$ cat src/design/mef_pkg.sv
`default_nettype none
// ----------------------------------------------------------------------------
// mef_pkg
// Shared types and constants of the majority element finder.
// ----------------------------------------------------------------------------
package mef_pkg;

	localparam int VALUE_W     = 32;
	localparam int COUNT_OUT_W = 11;

	// one input element
	typedef struct packed {
		logic signed [VALUE_W-1:0] element_value;
		logic                      last_item;
	} elem_t;

	// one result per array
	typedef struct packed {
		logic                      found;
		logic signed [VALUE_W-1:0] majority_value;
		logic                      overflow;
		logic [COUNT_OUT_W-1:0]    item_count;
	} res_t;

endpackage
`default_nettype wire

$ cat src/design/mef_front.sv
`default_nettype none
// ----------------------------------------------------------------------------
// mef_front
// Load side: stores up to MAX_ITEMS elements per array into the current bank
// and tracks the pairwise-cancellation candidate; on the last element it queues a job.
// ----------------------------------------------------------------------------
module mef_front import mef_pkg::*; #(
	parameter int MAX_ITEMS = 1024,
	localparam int IW    = (MAX_ITEMS > 1) ? $clog2(MAX_ITEMS) : 1,
	localparam int CW    = $clog2(MAX_ITEMS + 1),
	localparam int JOB_W = 2 + CW + VALUE_W
) (
	input  wire logic               clk,
	input  wire logic               arst_n,
	input  wire logic               elem_valid,
	output logic                    elem_stall,
	input  wire elem_t              elem,
	output logic                    wr_en,
	output logic      [IW:0]        wr_addr,
	output logic      [VALUE_W-1:0] wr_data,
	output logic                    job_push,
	output logic      [JOB_W-1:0]   job,
	input  wire logic               job_done
);

	typedef struct packed {
		logic               bank;
		logic               ovf;
		logic [CW-1:0]      count;
		logic [VALUE_W-1:0] cand;
	} job_t;

	localparam logic [1:0] MAX_JOBS = 2'd2;

	logic               bank_q;
	logic [CW-1:0]      count_q;
	logic [CW-1:0]      votes_q;
	logic [VALUE_W-1:0] cand_q;
	logic               ovf_q;
	logic [1:0]         jobs_q;

	logic               acc;
	logic               full;
	logic [CW-1:0]      count_n;
	logic [CW-1:0]      votes_n;
	logic [VALUE_W-1:0] cand_n;
	logic               ovf_n;
	job_t               job_s;

	// both banks busy until the oldest job is verified
	assign elem_stall = (jobs_q == MAX_JOBS);
	assign acc        = elem_valid && !elem_stall;
	assign full       = (count_q == CW'(MAX_ITEMS));

	// store write
	assign wr_en   = acc && !full;
	assign wr_addr = {bank_q, count_q[IW-1:0]};
	assign wr_data = elem.element_value;

	// candidate vote and counters after this element
	always_comb begin
		count_n = count_q;
		votes_n = votes_q;
		cand_n  = cand_q;
		ovf_n   = ovf_q;
		if (full) begin
			ovf_n = 1'b1;
		end else begin
			count_n = count_q + 1'b1;
			if (votes_q == '0) begin
				cand_n  = elem.element_value;
				votes_n = CW'(1);
			end else if (elem.element_value == cand_q) begin
				votes_n = votes_q + 1'b1;
			end else begin
				votes_n = votes_q - 1'b1;
			end
		end
	end

	// job handed to the verify side
	assign job_push    = acc && elem.last_item;
	assign job_s.bank  = bank_q;
	assign job_s.ovf   = ovf_n;
	assign job_s.count = count_n;
	assign job_s.cand  = cand_n;
	assign job         = job_s;

	// candidate payload
	always_ff @(posedge clk) begin
		if (acc) begin
			cand_q <= cand_n;
		end
	end

	// array control state
	always_ff @(posedge clk or negedge arst_n) begin
		if (!arst_n) begin
			bank_q  <= 1'b0;
			count_q <= '0;
			votes_q <= '0;
			ovf_q   <= 1'b0;
		end else if (acc) begin
			if (elem.last_item) begin
				bank_q  <= ~bank_q;
				count_q <= '0;
				votes_q <= '0;
				ovf_q   <= 1'b0;
			end else begin
				count_q <= count_n;
				votes_q <= votes_n;
				ovf_q   <= ovf_n;
			end
		end
	end

	// jobs queued or under verification
	always_ff @(posedge clk or negedge arst_n) begin
		if (!arst_n) begin
			jobs_q <= 2'd0;
		end else if (job_push && !job_done) begin
			jobs_q <= jobs_q + 2'd1;
		end else if (job_done && !job_push) begin
			jobs_q <= jobs_q - 2'd1;
		end
	end

endmodule
`default_nettype wire

$ cat config.mk
export PLATFORM = sky130hd
export DESIGN_NAME = mef_front
export DESIGN_NICKNAME = d
export VERILOG_FILES = /design/src/design/mef_pkg.sv /design/src/design/mef_front.sv
export SDC_FILE = /design/constraint.sdc
export NUM_CORES = 1
export LEC_CHECK = 0
export BUFFER_PORTS_ARGS = -buffer_cell sky130_fd_sc_hd__buf_2
export CORE_MARGIN = 2
export CORE_UTILIZATION = 36
export CTS_BUF_LIST = sky130_fd_sc_hd__clkbuf_2 sky130_fd_sc_hd__clkbuf_4 sky130_fd_sc_hd__clkbuf_8
export CTS_CLUSTER_SIZE = 10
export DETAILED_ROUTE_END_ITERATION = 10
export PLACE_DENSITY = 0.61
export SETUP_SLACK_MARGIN = 0.2
export SYNTH_ARGS = -nofsm -noshare
export SYNTH_HDL_FRONTEND = slang
export SYNTH_SLANG_ARGS = --single-unit
$ cat constraint.sdc
create_clock -name clk -period 6.5 [get_ports clk]
set_clock_uncertainty 0.15 [all_clocks]
set_input_delay 0.325 -clock clk [delete_from_list [all_inputs] [get_ports clk]]
set_output_delay 0.325 -clock clk [all_outputs]
set_load 0.01 [all_outputs]
==> impl_results.md, run 1 <==
- Syn Inst Count: 331
- H-tree levels: 3
- Multiplexer area fraction after synthesis: between 10% and 20%
- Chip height: 108.4 um
- CTS tree: done
- Die area: between 10,000 and 15,000 um^2
- Clk sinks: a little under 60
- CP Max Fanout: 11
- Max_slew headroom: a little under three fifths
- Worst EP arrival: roughly 4.2 ns
- Total track usage: 14.43%
- Compound-Gate Fraction of Synth Area: 8.737%
- Critical Path Max Stage Delay: 0.58 ns
- Post-Layout Cell Count: around 570
- Seq/Total Area, Yosys: roughly two fifths
- R2R Setup Slk: 2.39 ns
- GP Congestion: around 0.84
- Status: completed
- Yosys warning count: 0
- Die X-Extent: 108.4 um
- Dpl cells: roughly 550
- TritonRoute pass-1 iters: 4
- Port bufs: about 130
- Dpl hpwl: 6.104 mm
- DR iter-0 viols: about 120
- Multi-input gate area: around 1900 um^2
- Period utilisation layout: 63.20%
- I/O pin cnt: about 130
- # setup viols final: 0
- Library cells used by synthesis: 46
- Slowest CP cell: nor4_1
- WP data required: around 6.6 ns
- Antenna fix cells: 0
- Worst skew pair latency: around 0.33 ns
- Clock-pin slew on the worst setup and hold paths: approximately 0.07 ns
- RSZ-0062 raised after global routing: false
- WHS: about 0.19 ns
- Avg Cell Area, Syn: 11.85 um^2
- #FFs+latches synth: 58
- First-pass GRT wire length: ~13 mm
- Fmax: about 240 MHz
- CTS root buf: clkbuf_8
- Post-Syn Area: ~3900 um^2
- Post-DR wirelength/cell: between 10 and 15 um
- Largest net degree at the start of global routing: 38
- Total number of vias: roughly 2,700
- Total gr overflow: 0
- Setup TNS Final: 0 ns
- Actual slew at the worst max-slew pin: approximately 0.66 ns
- Core area: between 10,000 and 15,000 um^2
- PD cells: 431.5 nW/um^2
- Site Rows: 38
- Cts bufs inserted: 9
- Antenna Nets Post-Route: 0
- Hold WC Path Type: primary input to flop
- Max VDD drop: approximately 0.19 mV
- Hold Vio Cnt, Final: 0
- Initial antenna violation count: 0
- CTS Buffer Depth: 2
- Area growth from synthesis to layout: 15.53%
- Final Slew Violations: 0
- FILL cells: a little over 1,000
- Post-synthesis adder-cell area fraction: ~4.7%
- Nets: ~470
- FF+latch area: 1612 um^2
- Syn nets: 382
- Post-Route WL: between 8 and 9 mm
- Leakage: between 2 and 2.5 nW
- PostCTS Resize Cnt: 0
- CP Capture Type: flop
- DRC viols: 0
- Simple-gate share of the synthesized area: a little under a tenth
- Routed vias/inst: about 4.8
- Post-CTS setup buffers: 0
- Fin crit period: 4.108 ns
- Crit path kind: flop to flop
- Post-Synth XOR/XNOR Area: between 10% and 20%
- Vias in the first global route: approximately 2,600
- Share of cells above drive strength 1: 43.43%
- Critical Path Start Type: flop
- Starting density of the core: 36.52%
- Largest family of logic cells by synthesized area: multiplexers
- Maxcap violations: 0
- Hold-fix buffers at CTS: 1
- CP cell instances: xnor2_1 > nand4_1 > nor4_1 > nand2_1 > fa_1 > a211oi_2 > o211ai_1 > a41o_1 > a21o_1 > a211o_1 > a21oi_1
-- layer usage --
| layer | part of all wire [%] | global-route usage, % |
|---|---|---|
| met3 | 6.4 | 4.099 |
| met2 | 46 | 22.77 |
| met4 | 0.74 | 2.747 |
| met5 | 0 | 0 |
| met1 | 47 | 19.89 |
-- layout make-up --
class                   instances  share of cell area (%)
repair buffers                130                   14.57
flip-flops and latches         58                   35.55
clock buffers                   9                   2.733
multi-input cells             214                   41.29
well taps                     140                   3.864
clock inverters                 7                   1.325
inverters                       8                  0.6624
-- power by group --
part / switching, mW / internal (mW) / total (mW)
combinational: 0.503 / 0.493 / 0.997
clock: 0.141 / 0.172 / 0.313
sequential: 0.0981 / 0.548 / 0.646
-- cells in the mapped netlist (all sizes together) --
library cell	n	area [um^2]
buf	50	414.1
xnor2	41	359.1
edfxtp	32	960.9
mux2	32	473.0
dfrtp	26	650.6
nand2	22	85.09
ha	13	162.7
o21ai	13	68.82
xor2	13	121.4
a22o	11	97.59
nor2	11	41.29
inv	8	30.03
nand4	8	50.05
a21oi	6	30.03
a21o	5	37.54
and3	5	32.53
nand3	5	25.02
nor4	5	46.29
o31ai	5	37.54
nand2b	3	18.77
nor3	2	15.01
o211ai	2	15.01
a211o	1	8.760
a211oi	1	12.51
a311oi	1	8.760
a41o	1	10.01
a41oi	1	8.760
clkbuf	1	3.750
fa	1	20.02
mux2i	1	10.01
nand4b	1	23.77
nor2b	1	6.260
nor4b	1	23.77
o21bai	1	7.510
or2b	1	7.510
-- through the flow --
| step | power (mW) | util (%) | setup WS (ns) | instance area [um^2] |
|---|---|---|---|---|
| global route | 2.115 | 42.19 | 2.154 | 4533 |
| global placement | 1.638 | 40.38 | 2.405 | 4339 |
| finish | 1.956 | 42.19 | 2.392 | 4533 |
| CTS | 1.978 | 42.19 | 2.358 | 4533 |
| detailed placement | 1.649 | 40.38 | 2.391 | 4339 |
| floorplan | 1.418 | - | 3.258 | 3924 |
-- cell usage in the layout (no fill, tap or decap), types with 2 or more instances in the layout --
master	instances
buf_2	127
xnor2_1	41
edfxtp_1	32
mux2_4	30
dfrtp_1	26
nand2_1	21
ha_1	13
xor2_1	12
o21ai_0	12
nor2_1	11
a22o_1	10
clkbuf_8	9
inv_1	8
nand4_1	8
a21oi_1	6
nand3_1	5
a21o_1	5
o31ai_1	5
and3_1	4
nor4_1	4
nand2b_1	3
clkinv_1	3
mux2_2	2
o211ai_1	2
clkinv_2	2
buf_4	2
-- final timing paths --
kind,start,cells after the start,end
setup reg to reg,cand_q[8],11,votes_q[10]
hold / removal,elem[0],2,count_q[0]
max in group asynchronous,arst_n,2,votes_q[4]
hold reg to reg,jobs_q[1],1,jobs_q[1]
setup / recovery,cand_q[8],11,votes_q[10]
min in group asynchronous,arst_n,2,bank_q
-- critical path, delay by kind of cell, from the launching register on --
family / cells / cell delay (ns)
AO/OA/AOI/OAI: 6 / 1.32
XOR/XNOR: 1 / 0.38
adder cells (fa/ha/maj): 1 / 0.57
flip-flops: 1 / 0.40
AND/OR/NAND/NOR: 3 / 1.20
-- logic make-up after synthesis --
family,Yosys count
compound gates,48
xor+xnor,54
fa+ha+maj,14
buf+inv,59
flops,58
mux,33
simple gates,65
-- sequential cells by signal, summed over array words and instances, names as in the netlist --
register,flops
cand_q,32
count_q,11
votes_q,11
jobs_q,2
bank_q,1
ovf_q,1
(Power assumes the default switching activity.)
==> run 2: changes to the inputs <==
PLACE_DENSITY = 0.63   (was 0.61)
clock period = 3.5 ns   (was 6.5 ns; I/O delays follow)
==> run 2 against run 1 <==
Net effect: critical path depth increased by 2; clock power increased by 120%; sequential power increased by 87%; via count increased by 3.2%; critical endpoint unchanged; combinational power increased by 97%; first-iteration DRC count increased by 12%; hold slack got worse by 0.16 ns.
==> impl_results.md, run 2 (same netlist as run 1, synthesis figures left out) <==
- Critical Path Start Type: flop (unchanged)
- CP startpoint: cand_q[30] (was cand_q[8])
- Commonest non-fill, non-tap cell in the layout: buf_2 (unchanged)
- CTS root buf: clkbuf_8 (unchanged)
- Actual slew at the worst max-slew pin: 0.7404 ns (was 0.6644 ns)
- CTS Buffer Depth: 2 (unchanged)
- Chip height: 108.4 um (unchanged)
- Port bufs: 127 (unchanged)
- Max reg flops: 32 (unchanged)
- Fin crit period: 3.102 ns (was 4.108 ns)
- Hold Vio Cnt, Final: 0 (unchanged)
- DRC viols: 0 (unchanged)
- Met2 Wirelength: 3.962 mm (was 3.825 mm)
- Worst r2r src: cand_q[30] (was cand_q[8])
- I/O pin cnt: 128 (unchanged)
- Hold WC Path Type: primary input to flop (unchanged)
- Clock-pin slew on the worst setup and hold paths: 0.07 ns (about the same)
- CP Capture Type: flop (unchanged)
- Most flop-heavy register: cand_q (unchanged)
- WL met3: 449 um (was 539 um)
- Core area: 10,750 um^2 (unchanged)
- Total gr overflow: 0 (unchanged)
- Period utilisation layout: 88.64% (was 63.20%)
- RR Endpoint: votes_q[10] (unchanged)
- Fmax: 322.3 MHz (was 243.4 MHz)
- CP Max Fanout: 7 (was 11)
- CTS tree: done (unchanged)
- Initial antenna violation count: 0 (unchanged)
- Die X-Extent: 108.4 um (unchanged)
- Post-DR wirelength/cell: 14.78 um (was 14.80 um)
- Max_slew headroom: 50.46% (was 55.54%)
- Worst Reg-to-Reg Cells: 13 (was 11)
- Dpl hpwl: 6.133 mm (was 6.104 mm)
- Status: completed (unchanged)
- Share of cells above drive strength 1: 47.71% (was 43.43%)
- Starting density of the core: 36.52% (unchanged)
- DR iter-0 viols: 133 (was 119)
- Metal-1 WL: 4.012 mm (was 3.951 mm)
- FILL cells: 994 (was 1,013)
- TritonRoute pass-1 iters: 4 (unchanged)
- Total track usage: 14.21% (was 14.43%)
- # setup viols final: 0 (unchanged)
- Worst EP arrival: 3.22 ns (was 4.20 ns)
- GP Congestion: 0.8504 (was 0.8419)
- Setup TNS Final: 0 ns (unchanged)
- Final Slew Violations: 0 (unchanged)
- Total number of vias: 2,810 (was 2,723)
- Crit path kind: flop to flop (unchanged)
- Worst skew pair latency: 0.34 ns (was 0.33 ns)
- H-tree levels: 3 (unchanged)
- Nets: 482 (was 472)
- Most frequent cells in the layout: 127 x buf_2, 41 x xnor2_1, 32 x edfxtp_1 (unchanged)
- Largest net degree at the start of global routing: 38 (unchanged)
- R2R Setup Slk: 0.40 ns (was 2.39 ns)
- Vias in the first global route: 2,589 (was 2,588)
- Maxcap violations: 0 (unchanged)
- WP data required: 3.62 ns (was 6.60 ns)
- Post-Route WL: 8.515 mm (was 8.378 mm)
- Max VDD drop: 0.3018 mV (was 0.1911 mV)
- PD cells: 811.3 nW/um^2 (was 431.5 nW/um^2)
- Hold depth: 2 (unchanged)
- Leakage: 2.216 nW (was 2.126 nW)
- Critical Path Sink: votes_q[10] (unchanged)
- Antenna Nets Post-Route: 0 (unchanged)
- Clk sinks: 58 (unchanged)
- Multi-input gate area: 1958 um^2 (was 1872 um^2)
- Top Registers: cand_q: 32 flops, count_q: 11 flops, votes_q: 11 flops (unchanged)
- Site Rows: 38 (unchanged)
- RSZ-0062 raised after global routing: false (unchanged)
- FF+latch area: 1612 um^2 (unchanged)
- Antenna fix cells: 0 (unchanged)
- Power consumption: 3.850 mW (was 1.956 mW)
- Routed vias/inst: 4.878 (was 4.811)
- Cts bufs inserted: 9 (unchanged)
- Die area: 11,750 um^2 (unchanged)
- Area growth from synthesis to layout: 20.95% (was 15.53%)
- Top Layer Used: met4 (unchanged)
- First-pass GRT wire length: 12.92 mm (was 13.22 mm)
run 2: cell count changes in the layout (fill, tap and decap cells not counted), sizes merged:
cell | before | now
buf | 129 | 138
bufinv | 1 | 2
clkbuf | 9 | 10
clkinv | 6 | 4
dlygate4sd3 | 1 | 2
run 2: how the worst min path moves through the flow:
| stage | start | to | slack [ns] |
|---|---|---|---|
| after global routing | elem[15] | cand_q[14] | 0.01 |
| after CTS | elem[15] | cand_q[14] | 0.01 |
| after global placement | arst_n | count_q[7] | 0.08 |
| after floorplan | arst_n | bank_q | -0.27 |
| final | elem[15] | cand_q[14] | 0.03 |
| after detailed placement | arst_n | count_q[7] | 0.08 |
run 2: layout make-up:
type,instances,area share (%)
Timing Repair Buffer,140,15.98
Tap cell,140,3.691
Clock buffer,10,2.768
Inverter,8,0.6327
Multi-Input combinational cell,214,41.26
Sequential cell,58,33.96
Clock inverter,6,1.714
run 2: worst max-delay path, stage by stage, from the launching register on:
cell	delay [ns]
edfxtp_1	0.41
xnor2_1	0.21
nand4_1	0.14
nor4_2	0.30
buf_4	0.18
nand2_4	0.07
buf_8	0.15
ha_4	0.26
a211oi_2	0.24
o211ai_1	0.14
a41o_1	0.23
a21o_1	0.18
a211o_1	0.27
a21oi_2	0.11
run 2: timing repair:
| item | in CTS | in global routing |
|---|---|---|
| pin swaps | 3 | 12 |
| setup endpoints to repair | 2 | 2 |
| resized for setup | 5 | 13 |
| hold buffers | 2 | 0 |
| hold endpoints to repair | 27 | 0 |
| buffers inserted | 2 | 4 |
run 2: metrics by stage:
step / hold slack, ns / area [um^2] / std cells / util, % / setup slack [ns]
final: 0.03011 / 4746 / 576 / 44.17 / 0.3977
after global routing: 0.01154 / 4746 / 576 / 44.17 / 0.1947
after CTS: 0.01411 / 4649 / 572 / 43.27 / 0.2029
after detailed placement: 0.07712 / 4374 / 552 / 40.71 / 0.05553
after global placement: 0.07559 / 4374 / 552 / 40.71 / 0.1087
after floorplan: -0.2706 / 3924 / 331 / - / 0.2582
run 2: layer usage:
metal	track usage (%)	vias to the layer above
met5	0	-
met4	5.128	0
met3	3.737	11
met2	22.37	87
met1	18.82	1368
li1	-	1344
run 2: where the power goes:
| part | leakage [nW] | total, mW | internal (mW) | switching (mW) |
|---|---|---|---|---|
| registers | 0.650 | 1.21 | 1.02 | 0.193 |
| clock network | 0.109 | 0.675 | 0.404 | 0.271 |
| logic | 1.46 | 1.96 | 0.995 | 0.969 |
| total | 2.22 | 3.85 | 2.42 | 1.43 |
==> run 3: changes to the inputs <==
CORE_ASPECT_RATIO = 2   (was not set)
==> run 3 against run 2 <==
Net effect: combinational power about the same; non-clock buffer count down 5; total power decreased by 0.11%; register-to-register slack got worse by 0.02 ns; clock power increased by 4.9%; hold slack got worse by 0.0049 ns; largest power group unchanged.
==> impl_results.md, run 3 (same netlist as run 1, synthesis figures left out) <==
- Status: completed (unchanged)
- CTS root buf: clkbuf_8 (unchanged)
- Die area: 11,800 um^2 (was 11,750 um^2)
- Int Power: 2.443 mW (was 2.417 mW)
- PD cells: 816.9 nW/um^2 (was 811.3 nW/um^2)
- Clk sinks: 58 (unchanged)
- Area growth from synthesis to layout: 19.99% (was 20.95%)
- FILL cells: 1,006 (was 994)
- Reg power frac: 31.4% (was 31.5%)
- Max_slew headroom: 54.21% (was 50.46%)
- Routed vias/inst: 4.760 (was 4.878)
- DRC viols: 0 (unchanged)
- Core area: 10,740 um^2 (was 10,750 um^2)
- H-tree levels: 3 (unchanged)
- Antenna Nets Post-Route: 0 (unchanged)
- Cts bufs inserted: 9 (unchanged)
- Crit path max-delay family: compound AO/OA/AOI/OAI gates (unchanged)
- Worst r2r src: cand_q[25] (was cand_q[30])
- Crit path kind: flop to flop (unchanged)
- Dpl hpwl: 5.898 mm (was 6.133 mm)
- Total gr overflow: 0 (unchanged)
- Hold Vio Cnt, Final: 0 (unchanged)
- Worst Reg-to-Reg Cells: 13 (unchanged)
- Starting density of the core: 36.52% (about the same)
- Clock-pin slew on the worst setup and hold paths: 0.07 ns (about the same)
- GP Congestion: 0.8092 (was 0.8504)
- Worst EP arrival: 3.24 ns (was 3.22 ns)
- Leakage: 2.198 nW (was 2.216 nW)
- CTS Buffer Depth: 2 (unchanged)
- Critical Path Start Type: flop (unchanged)
- Sw frac: 36.47% (was 37.23%)
- Post-DR wirelength/cell: 14.29 um (was 14.78 um)
- Period utilisation layout: 89.13% (was 88.64%)
- Total track usage: 14.44% (was 14.21%)
- Port bufs: 127 (unchanged)
- Worst skew pair latency: 0.35 ns (was 0.34 ns)
- CTS tree: done (unchanged)
- Fin crit period: 3.120 ns (was 3.102 ns)
- Max reg flops: 32 (unchanged)
- WP depth: 13 (unchanged)
- WP data required: 3.62 ns (about the same)
- Fmax: 320.6 MHz (was 322.3 MHz)
- Global Route met1 Usage: 18.19% (was 18.82%)
- Dpl cells: 552 (unchanged)
- Logic gate share of total power: 50.2% (was 51.0%)
- First-pass GRT wire length: 13.12 mm (was 12.92 mm)
- Critical Path Max Stage Delay: 0.42 ns (was 0.41 ns)
- Slowest CP cell: edfxtp_1 (unchanged)
- Total number of vias: 2,718 (was 2,810)
- TritonRoute pass-1 iters: 4 (unchanged)
- Power consumption: 3.846 mW (was 3.850 mW)
- Met2 Use GR: 23.19% (was 22.37%)
- Die X-Extent: 77.82 um (was 108.4 um)
- Largest net degree at the start of global routing: 38 (unchanged)
- Initial antenna violation count: 0 (unchanged)
- Post-Route WL: 8.162 mm (was 8.515 mm)
- CP Capture Type: flop (unchanged)
- CP startpoint: cand_q[25] (was cand_q[30])
- Setup TNS Final: 0 ns (unchanged)
- Actual slew at the worst max-slew pin: 0.6843 ns (was 0.7404 ns)
- CP Max Fanout: 10 (was 7)
- Vias in the first global route: 2,611 (was 2,589)
- I/O pin cnt: 128 (unchanged)
- Hold WC Path Type: primary input to flop (unchanged)
- Commonest non-fill, non-tap cell in the layout: buf_2 (unchanged)
- RR Endpoint: votes_q[10] (unchanged)
- Buffer and inverter count on the worst path: 2 (unchanged)
- Chip height: 151.6 um (was 108.4 um)
- Final Slew Violations: 0 (unchanged)
- RSZ-0062 raised after global routing: true (was false)
- Most Crowded Layer GR: met2 (unchanged)
- Clock Power Share: 18.4% (was 17.5%)
- Max VDD drop: 0.3465 mV (was 0.3018 mV)
- Maxcap violations: 0 (unchanged)
- Critical Path Sink: votes_q[10] (unchanged)
- Net Sw Power: 1.403 mW (was 1.433 mW)
- DR iter-0 viols: 94 (was 133)
- CP cell instances: xnor2_1 > nand4_1 > nor4_2 > buf_4 > nand2_1 > buf_6 > ha_1 > nor2_1 > o21ai_0 > a41o_1 > a21o_1 > a211o_1 > a21oi_1 (was xnor2_1 > nand4_1 > nor4_2 > buf_4 > nand2_4 > buf_8 > ha_4 > a211oi_2 > o211ai_1 > a41o_1 > a21o_1 > a211o_1 > a21oi_2)
- Share of cells above drive strength 1: 47.10% (was 47.71%)
- Nets: 477 (was 482)
- R2R Setup Slk: 0.38 ns (was 0.40 ns)
- Met3 usage: 3.910% (was 3.737%)
- Antenna fix cells: 0 (unchanged)
- Site Rows: 54 (was 38)
- # setup viols final: 0 (unchanged)
- Post-Layout Cell Count: 571 (was 576)
- Most frequent cells in the layout: 127 x buf_2, 38 x xnor2_1, 32 x edfxtp_1 (was 127 x buf_2, 41 x xnor2_1, 32 x edfxtp_1)
- Top Registers: cand_q: 32 flops, count_q: 11 flops, votes_q: 11 flops (unchanged)
- Most flop-heavy register: cand_q (unchanged)
==> run 3: cell types whose count changed in the layout (fill, tap and decap cells not counted), moves of 2 or more <==
cell      previous run  this run
xnor2_2              0         3
xnor2_1             41        38
buf_4                9         4
clkinv_1             2         0
clkbuf_4             1         3
==> run 3: metal layers <==
| metal | up-vias | share of wire, % |
|---|---|---|
| li1 | 1328 | - |
| met1 | 1288 | 44 |
| met2 | 92 | 49 |
| met3 | 10 | 5.9 |
| met4 | 0 | 1.5 |
| met5 | - | 0 |
==> run 3: how the worst min path moves through the flow <==
stage,startpoint,end,slack (ns),depth (start not counted)
global placement,arst_n,count_q[8],0.08,1
floorplan,arst_n,bank_q,-0.27,0
global route,elem[29],cand_q[28],0.02,2
finish,elem[19],cand_q[18],0.03,2
detailed placement,arst_n,count_q[8],0.09,1
CTS,elem[29],cand_q[28],0.007,2
==> run 3: cell type report <==
| cell class | instances | area [um^2] | share of cell area (%) |
|---|---|---|---|
| Clock buffer | 13 | 160.2 | 3.402 |
| Clock inverter | 3 | 65.06 | 1.382 |
| Inverter | 8 | 30.03 | 0.6378 |
| Multi-Input combinational cell | 214 | 1949 | 41.40 |
| Sequential cell | 58 | 1612 | 34.23 |
| Tap cell | 140 | 175.2 | 3.720 |
| Timing Repair Buffer | 135 | 716.9 | 15.23 |
==> run 3: through the flow <==
stage | utilization (%) | area (um^2) | hold WS (ns) | setup WS [ns]
2_1_floorplan | - | 3924 | -0.2706 | 0.2582
3_3_place_gp | 40.72 | 4374 | 0.08027 | 0.2128
3_5_place_dp | 40.72 | 4374 | 0.08629 | 0.1679
4_1_cts | 43.06 | 4626 | 0.006553 | 0.2042
5_1_grt | 43.83 | 4708 | 0.01600 | 0.1671
6_report | 43.83 | 4708 | 0.02524 | 0.3805
==> run 3: power by group through the flow <==
stage / Clock [mW] / Sequential [mW] / Combinational [mW]
after floorplan: 0 / 1.17 / 1.47
after global placement: 0 / 1.20 / 1.85
after detailed placement: 0 / 1.21 / 1.85
after CTS: 0.727 / 1.20 / 1.87
after global routing: 0.763 / 1.24 / 2.14
final: 0.708 / 1.21 / 1.93
==> run 3: repair_timing <==
action | 4_1_cts | 5_1_grt
pin swaps | 2 | 8
hold buffers | 2 | 0
hold endpoints to repair | 27 | 0
resized for setup | 1 | 13
setup buffers | 0 | 1
endpoints found under the setup margin | 1 | 2
